**src/hw/rtl/rcpw_pkg.sv**
```systemverilog
// Shared types and constants for the RC pulse-width capture block.
// Used by the lane, merge and top-level modules; depends on nothing else.
`timescale 1ns / 1ps

package rcpw_pkg;

  // Default sizes of the capture core.
  localparam int unsigned CHANNELS_DEF  = 6;
  localparam int unsigned TIME_BITS_DEF = 32;

  // Fixed field widths of the ports.
  localparam int unsigned LEVEL_W = 6;
  localparam int unsigned STAMP_W = 32;
  localparam int unsigned CHAN_W  = 3;
  localparam int unsigned WIDTH_W = 32;
  localparam int unsigned ANGLE_W = 8;

  // Angle mapping: 180 * (width - 1100) / 800, which reduces to 9 * d / 40.
  localparam int unsigned ANGLE_BASE_US = 1100;
  localparam int unsigned SPAN_MAX_US   = 2000;
  localparam int unsigned SPAN_W        = 11;
  localparam int unsigned SCALED_W      = SPAN_W + 4;
  localparam int unsigned QUOT_IN_W     = SCALED_W - 3;
  localparam int unsigned RECIP_SHIFT   = 15;
  localparam int unsigned RECIP_W       = 13;
  localparam logic [RECIP_W-1:0] RECIP_FIVE = 13'd6554;
  localparam int unsigned PROD_W        = QUOT_IN_W + RECIP_W;
  localparam int unsigned QUOT_W        = PROD_W - RECIP_SHIFT;
  localparam logic [ANGLE_W-1:0] ANGLE_MAX = 8'd255;

  // Per-lane pipeline enables driven from the top level.
  typedef struct packed {
    logic accept;   // input transaction taken this cycle
    logic s2_load;  // first stage moves into the second stage
  } lane_ctrl_t;

endpackage

```
**src/hw/rtl/rc_pulse_width_capture_top.sv**
```systemverilog
// RC pulse-width capture: per-channel lanes, two-stage pipeline and merge stage.
// Depends on rcpw_pkg, rcpw_lane and rcpw_merge.
//
// Usage: each input transaction carries the six pin levels and a microsecond
// timestamp. A rising edge on a channel stores the timestamp; a falling edge
// yields one output transaction with channel, width_us, angle and last, where
// last marks the final result of that sample. Samples without a falling edge
// produce nothing. Results of one sample come in ascending channel order.
// The first result of a sample passes the first and second stages, the merge
// stage and the output register before out_valid rises. Throughput: one
// sample per cycle while in_stall is low, one result per cycle at the output
// register while out_stall is low; a sample with many falling edges holds the
// merge stage until all of its results are out, which limits the rate.
// Reset clears the previous levels and every rise time to zero and empties
// the pipeline. When the receiver raises out_stall the output holds, the
// merge and pipeline stages fill, and in_stall rises once no stage is free.
`timescale 1ns / 1ps

module rc_pulse_width_capture_top import rcpw_pkg::*; #(
  parameter int unsigned CHANNELS  = CHANNELS_DEF,
  parameter int unsigned TIME_BITS = TIME_BITS_DEF
) (
  input  logic               clk,
  input  logic               rst,
  input  logic               in_valid,
  output logic               in_stall,
  input  logic [LEVEL_W-1:0] pin_levels,
  input  logic [STAMP_W-1:0] now_us,
  output logic               out_valid,
  input  logic               out_stall,
  output logic [CHAN_W-1:0]  channel,
  output logic [WIDTH_W-1:0] width_us,
  output logic [ANGLE_W-1:0] angle,
  output logic               last
);

  logic [CHANNELS-1:0]  levels;
  logic [CHANNELS-1:0]  prev_levels;
  logic [TIME_BITS-1:0] now;
  logic [CHANNELS-1:0]  fall;
  logic [CHANNELS-1:0]  s1_mask;
  logic [CHANNELS-1:0]  s2_mask;
  logic                 s1_valid;
  logic                 s2_valid;
  logic                 s1_free;
  logic                 s2_free;
  logic                 accept;
  logic                 merge_take;
  lane_ctrl_t           ctrl;
  logic [WIDTH_W-1:0]   lane_width [CHANNELS];
  logic [ANGLE_W-1:0]   lane_angle [CHANNELS];

  assign levels = CHANNELS'(pin_levels);
  assign now    = TIME_BITS'(now_us);

  // Pipeline advance and input handshake.
  assign s2_free      = ~s2_valid | merge_take;
  assign s1_free      = ~s1_valid | s2_free;
  assign in_stall     = ~s1_free;
  assign accept       = in_valid & s1_free;
  assign ctrl.accept  = accept;
  assign ctrl.s2_load = s1_valid & s2_free;

  // Previous sample levels.
  always_ff @(posedge clk) begin
    if (rst) begin
      prev_levels <= '0;
    end else if (accept) begin
      prev_levels <= levels;
    end
  end

  // Stage valids; samples without any falling edge are dropped here.
  always_ff @(posedge clk) begin
    if (rst) begin
      s1_valid <= 1'b0;
      s2_valid <= 1'b0;
    end else begin
      if (s1_free) begin
        s1_valid <= accept && (fall != '0);
      end
      if (s2_free) begin
        s2_valid <= s1_valid;
      end
    end
  end

  always_ff @(posedge clk) begin
    if (accept) begin
      s1_mask <= fall;
    end
    if (ctrl.s2_load) begin
      s2_mask <= s1_mask;
    end
  end

  // One lane per channel.
  for (genvar g = 0; g < CHANNELS; g++) begin : g_lane
    rcpw_lane #(
      .TIME_BITS (TIME_BITS)
    ) u_lane (
      .clk        (clk),
      .rst        (rst),
      .ctrl       (ctrl),
      .level      (levels[g]),
      .prev_level (prev_levels[g]),
      .now        (now),
      .fall       (fall[g]),
      .width_out  (lane_width[g]),
      .angle_out  (lane_angle[g])
    );
  end

  // Merge the lane results into one output transaction per falling edge.
  rcpw_merge #(
    .CHANNELS (CHANNELS)
  ) u_merge (
    .clk       (clk),
    .rst       (rst),
    .in_valid  (s2_valid),
    .in_mask   (s2_mask),
    .in_width  (lane_width),
    .in_angle  (lane_angle),
    .take      (merge_take),
    .out_valid (out_valid),
    .out_stall (out_stall),
    .channel   (channel),
    .width_us  (width_us),
    .angle     (angle),
    .last      (last)
  );

endmodule

```
**src/hw/rtl/rcpw_lane.sv**
```systemverilog
// One capture lane: edge detection, rise-time register, width and angle pipeline.
// Depends on rcpw_pkg for constants and the lane control struct.
`timescale 1ns / 1ps

module rcpw_lane import rcpw_pkg::*; #(
  parameter int unsigned TIME_BITS = TIME_BITS_DEF
) (
  input  logic                 clk,
  input  logic                 rst,
  input  lane_ctrl_t           ctrl,
  input  logic                 level,
  input  logic                 prev_level,
  input  logic [TIME_BITS-1:0] now,
  output logic                 fall,
  output logic [WIDTH_W-1:0]   width_out,
  output logic [ANGLE_W-1:0]   angle_out
);

  logic                 rising;
  logic [TIME_BITS-1:0] rise_time;
  logic [TIME_BITS-1:0] width1;
  logic [TIME_BITS-1:0] span;
  logic [SPAN_W-1:0]    span_n;
  logic [SCALED_W-1:0]  scaled;
  logic [QUOT_IN_W-1:0] eighth;
  logic [PROD_W-1:0]    prod;
  logic [QUOT_W-1:0]    quot;
  logic [ANGLE_W-1:0]   angle;

  // Edge detection against the previous sample.
  assign rising = level & ~prev_level;
  assign fall   = ~level & prev_level;

  // Rise time is captured on every rising edge.
  always_ff @(posedge clk) begin
    if (rst) begin
      rise_time <= '0;
    end else if (ctrl.accept && rising) begin
      rise_time <= now;
    end
  end

  // First stage: pulse width, modulo the timer range.
  always_ff @(posedge clk) begin
    if (ctrl.accept) begin
      width1 <= now - rise_time;
    end
  end

  // Angle = floor(9 * d / 40): multiply by nine, drop three bits, then
  // divide by five through a reciprocal that is exact over this range.
  always_comb begin
    span   = width1 - TIME_BITS'(ANGLE_BASE_US);
    span_n = span[SPAN_W-1:0];
    scaled = SCALED_W'({span_n, 3'b000}) + SCALED_W'(span_n);
    eighth = scaled[SCALED_W-1:3];
    prod   = PROD_W'(eighth) * PROD_W'(RECIP_FIVE);
    quot   = prod[PROD_W-1:RECIP_SHIFT];
    if (width1 <= TIME_BITS'(ANGLE_BASE_US)) begin
      angle = '0;
    end else if (span > TIME_BITS'(SPAN_MAX_US)) begin
      angle = ANGLE_MAX;
    end else if (quot > QUOT_W'(ANGLE_MAX)) begin
      angle = ANGLE_MAX;
    end else begin
      angle = quot[ANGLE_W-1:0];
    end
  end

  // Second stage: width trimmed to the output field, angle registered.
  always_ff @(posedge clk) begin
    if (ctrl.s2_load) begin
      width_out <= WIDTH_W'(width1);
      angle_out <= angle;
    end
  end

endmodule

```
**src/hw/rtl/rcpw_merge.sv**
```systemverilog
// Merge stage: serializes the falling-edge results of one sample in channel order.
// Depends on rcpw_pkg for field widths.
`timescale 1ns / 1ps

module rcpw_merge import rcpw_pkg::*; #(
  parameter int unsigned CHANNELS = CHANNELS_DEF
) (
  input  logic                clk,
  input  logic                rst,
  input  logic                in_valid,
  input  logic [CHANNELS-1:0] in_mask,
  input  logic [WIDTH_W-1:0]  in_width [CHANNELS],
  input  logic [ANGLE_W-1:0]  in_angle [CHANNELS],
  output logic                take,
  output logic                out_valid,
  input  logic                out_stall,
  output logic [CHAN_W-1:0]   channel,
  output logic [WIDTH_W-1:0]  width_us,
  output logic [ANGLE_W-1:0]  angle,
  output logic                last
);

  logic [CHANNELS-1:0] mask;
  logic [WIDTH_W-1:0]  width_r [CHANNELS];
  logic [ANGLE_W-1:0]  angle_r [CHANNELS];
  logic [CHANNELS-1:0] pick;
  logic [CHANNELS-1:0] rest;
  logic [CHAN_W-1:0]   pick_idx;
  logic                out_free;
  logic                pop;

  // Lowest pending channel goes out first.
  always_comb begin
    pick     = '0;
    pick_idx = '0;
    for (int i = CHANNELS - 1; i >= 0; i--) begin
      if (mask[i]) begin
        pick     = '0;
        pick[i]  = 1'b1;
        pick_idx = CHAN_W'(i);
      end
    end
    rest = mask & ~pick;
  end

  assign out_free = ~out_valid | ~out_stall;
  assign pop      = (mask != '0) && out_free;
  assign take     = (mask == '0) || (pop && (rest == '0));

  // Pending set: reload from the pipeline once the current sample drains.
  always_ff @(posedge clk) begin
    if (rst) begin
      mask <= '0;
    end else if (take) begin
      mask <= in_valid ? in_mask : '0;
    end else if (pop) begin
      mask <= rest;
    end
  end

  always_ff @(posedge clk) begin
    if (take && in_valid) begin
      width_r <= in_width;
      angle_r <= in_angle;
    end
  end

  // Output register.
  always_ff @(posedge clk) begin
    if (rst) begin
      out_valid <= 1'b0;
    end else if (pop) begin
      out_valid <= 1'b1;
    end else if (out_free) begin
      out_valid <= 1'b0;
    end
  end

  always_ff @(posedge clk) begin
    if (pop) begin
      channel  <= pick_idx;
      width_us <= width_r[pick_idx];
      angle    <= angle_r[pick_idx];
      last     <= (rest == '0);
    end
  end

endmodule

```
**config.mk**
```make
export PLATFORM = sky130hd
export DESIGN_NAME = rc_pulse_width_capture_top
export DESIGN_NICKNAME = d
export VERILOG_FILES = /design/src/hw/rtl/rcpw_pkg.sv /design/src/hw/rtl/rc_pulse_width_capture_top.sv /design/src/hw/rtl/rcpw_lane.sv /design/src/hw/rtl/rcpw_merge.sv
export SDC_FILE = /design/constraint.sdc
export NUM_CORES = 2
export LEC_CHECK = 0
export ABC_AREA = 1
export BUFFER_PORTS_ARGS = -buffer_cell sky130_fd_sc_hd__buf_2
export CAP_MARGIN = 20
export CORE_MARGIN = 2
export CORE_UTILIZATION = 66
export DETAILED_ROUTE_END_ITERATION = 7
export PLACE_DENSITY = 0.83
export SLEW_MARGIN = 20
export SYNTH_ARGS = -nofsm -noshare
export SYNTH_HDL_FRONTEND = slang
export SYNTH_SLANG_ARGS = --single-unit
```
**constraint.sdc**
```tcl
create_clock -name clk -period 17.95 [get_ports clk]
set_clock_uncertainty 0.15 [all_clocks]
set_input_delay 0.8975 -clock clk [delete_from_list [all_inputs] [get_ports clk]]
set_output_delay 0.8975 -clock clk [all_outputs]
set_load 0.05 [all_outputs]
```
==> results.json <==
{
  "status": "complete, no violations",
  "final_cell_mix": "nand2_1, inv_1, nor2_1",
  "syn_inst": 8223,
  "post-route-period-util": 0.434,
  "drive_gt1_frac": 0.0452,
  "arrival_ps": 8050,
  "synth_area_mm2": 0.0689,
  "gr-total-overflow": 0,
  "final-hold-violation-count": 0,
  "area_growth_pct": 7.41,
  "rsz0062_at_grt": "false",
  "wire_per_inst_um": 20.5,
  "crit_top_cell": "inv_1",
  "synthTopCellsByArea": "edfxtp_1, ha_1, nand2_1, inv_1, fa_1",
  "max_cap_violations": 0,
  "worst_setup_path_start_kind": "register",
  "slew_viol_final": 0,
  "clock.fmax_mhz": 129,
  "worstSetupPathType": "register to register",
  "via_per_inst": 5.78,
  "cp_max_fo": 8,
  "syn_area_per_cell_um2": 8.38,
  "final.fill_count": 8013,
  "dieArea_mm2": 0.107,
  "start_util": 0.666,
  "synth_warnings": 0,
  "dr.pass1.iters": 8,
  "ctsResizeCount": 0,
  "final_common_cell": "nand2_1",
  "clockBufferDepth": 3,
  "wirelength_mm": 200,
  "dp_hpwl_mm": 154,
  "min_path_type": "register to register",
  "cts-root-buf": "clkbuf_16",
  "drc_errors": 0,
  "finalSetupViolations": 0,
  "ys_seq_area_frac": 0.377,
  "ys_seq_elements": 935,
  "postLayoutCellArea_mm2": 0.0740,
  "drt_iter0_markers": 6422,
  "slew_headroom": 0.185,
  "cts_tree": "built",
  "io_pins": 88,
  "slowest_stage": "fa_1",
  "gp_congestion": 0.982,
  "grt_max_degree": 171,
  "core_mm2": 0.103,
  "cts_buffers": 96,
  "vias": 56500,
  "crit_required_ps": 18220,
  "syn-num-nets": 9249,
  "cts_hold_buf": 0,
  "r2r_slack_ps": 10170,
  "finalCriticalPeriod_ps": 7780,
  "yosysUniqueCellTypes": 62,
  "end_kind": "register",
  "first_global_vias": 53900,
  "yosys.area.top_type": "edfxtp_1",
  "placedInstanceArea_mm2": 0.0707,
  "cts.sink_count": 935,
  "antenna_found_initial": 8,
  "cts_max_level": 3,
  "die_h_um": 327,
  "netlist.area_leader.share": 0.317,
  "path_clk_slew_ps": 60,
  "die_x_um": 327,
  "grt_pass1_wl_mm": 305,
  "clk_latency_ps": 700,
  "finalWorstSetupSlack_ps": 10170,
  "fin_setup_tns_ps": 0,
  "dp_slack_ps": 10230,
  "tightest_slew_ps": 1220,
  "antenna_left": 0,
  "rows": 118,
  "track_usage": 0.371,
  "port_buffers": 87,
  "nNetsFinal": 9335,
  "cpPeakStageDelay_ps": 540,
  "cts_setup_buffers": 0
}
==> cells by family after synthesis <==
logic type	Yosys count	synth area share
AND/OR/NAND/NOR	3430	0.206
buffers and inverters	1563	0.0873
AO/OA/AOI/OAI	995	0.0831
adder cells (fa/ha/maj)	984	0.205
flip-flops	935	0.377
XOR/XNOR	316	0.0420
==> registers in the layout, summed over array words and instances, names as in the netlist <==
register / cells
u_merge.width_us: 32
g_lane.u_lane.rise_time: 192
prev_levels: 6
s2_valid: 1
s1_valid: 1
u_merge.width_r: 192
u_merge.last: 1
u_merge.mask: 6
u_merge.channel: 3
g_lane.u_lane.angle_out: 48
u_merge.angle_r: 48
s1_mask: 6
u_merge.angle: 8
u_merge.out_valid: 1
s2_mask: 6
g_lane.u_lane.width1: 192
g_lane.u_lane.width_out: 192
==> synth_stat cells, drive strengths merged <==
cell type / count
a211oi: 12
a21boi: 37
a21o: 47
a21oi: 446
a221oi: 6
a31oi: 60
a41oi: 2
and2: 15
and3: 1
buf: 57
clkbuf: 62
clkinv: 1
dfxtp: 207
edfxtp: 728
fa: 240
ha: 744
inv: 1443
nand2: 1843
nand3: 428
nand3b: 24
nand4: 80
nor2: 955
nor2b: 1
nor3: 54
nor3b: 8
nor4: 12
o211ai: 5
o21a: 20
o21ai: 251
o21bai: 42
o221ai: 7
o22ai: 24
o2bb2ai: 24
o31ai: 12
or2: 8
or4: 1
xnor2: 110
xor2: 206
==> worst paths after layout <==
kind                                 start  cells past startpoint                             to
min reg2reg  g_lane[5].u_lane.width_out[9]                      0             u_merge.width_r[9]
max             g_lane[4].u_lane.width1[2]                     36  g_lane[4].u_lane.angle_out[7]
max reg2reg     g_lane[4].u_lane.width1[2]                     36  g_lane[4].u_lane.angle_out[7]
min          g_lane[5].u_lane.width_out[9]                      0             u_merge.width_r[9]
==> through the flow <==
step            util  hold slack (ps)  instances
2_1_floorplan      -              250       8223
3_3_place_gp   0.683              251       9591
3_5_place_dp   0.683              255       9591
4_1_cts        0.715              260       9771
5_1_grt        0.715              268       9771
6_report       0.715              262       9773
==> layout make-up <==
| class | instances | area (um2) | area share |
|---|---|---|---|
| clock buffer | 116 | 2550 | 0.0344 |
| timing repair buffer | 107 | 618 | 0.00835 |
| antenna | 2 | 5.00 | 0.0000676 |
| sequential | 935 | 26000 | 0.351 |
| clock inverter | 64 | 754 | 0.0102 |
| inverter | 1444 | 5440 | 0.0734 |
| multi-input combinational | 5725 | 36900 | 0.499 |
| tap | 1380 | 1730 | 0.0233 |
==> critical path, delay by kind of cell, from the launching register on <==
family,cells,cell delay [ps]
fa+ha+maj,8,3350
simple gates,13,1540
xor+xnor,2,740
buf+inv,9,650
compound gates,4,630
flops,1,470
==> routing by layer <==
| layer | wire length, um | global-route usage |
|---|---|---|
| met3 | 18800 | 0.0587 |
| met1 | 81700 | 0.507 |
| met2 | 87800 | 0.577 |
| met5 | 0 | 0 |
| met4 | 11900 | 0.184 |
Power is not shown: default switching activity piles up to over one toggle a cycle in this logic, so the estimate is an artifact.
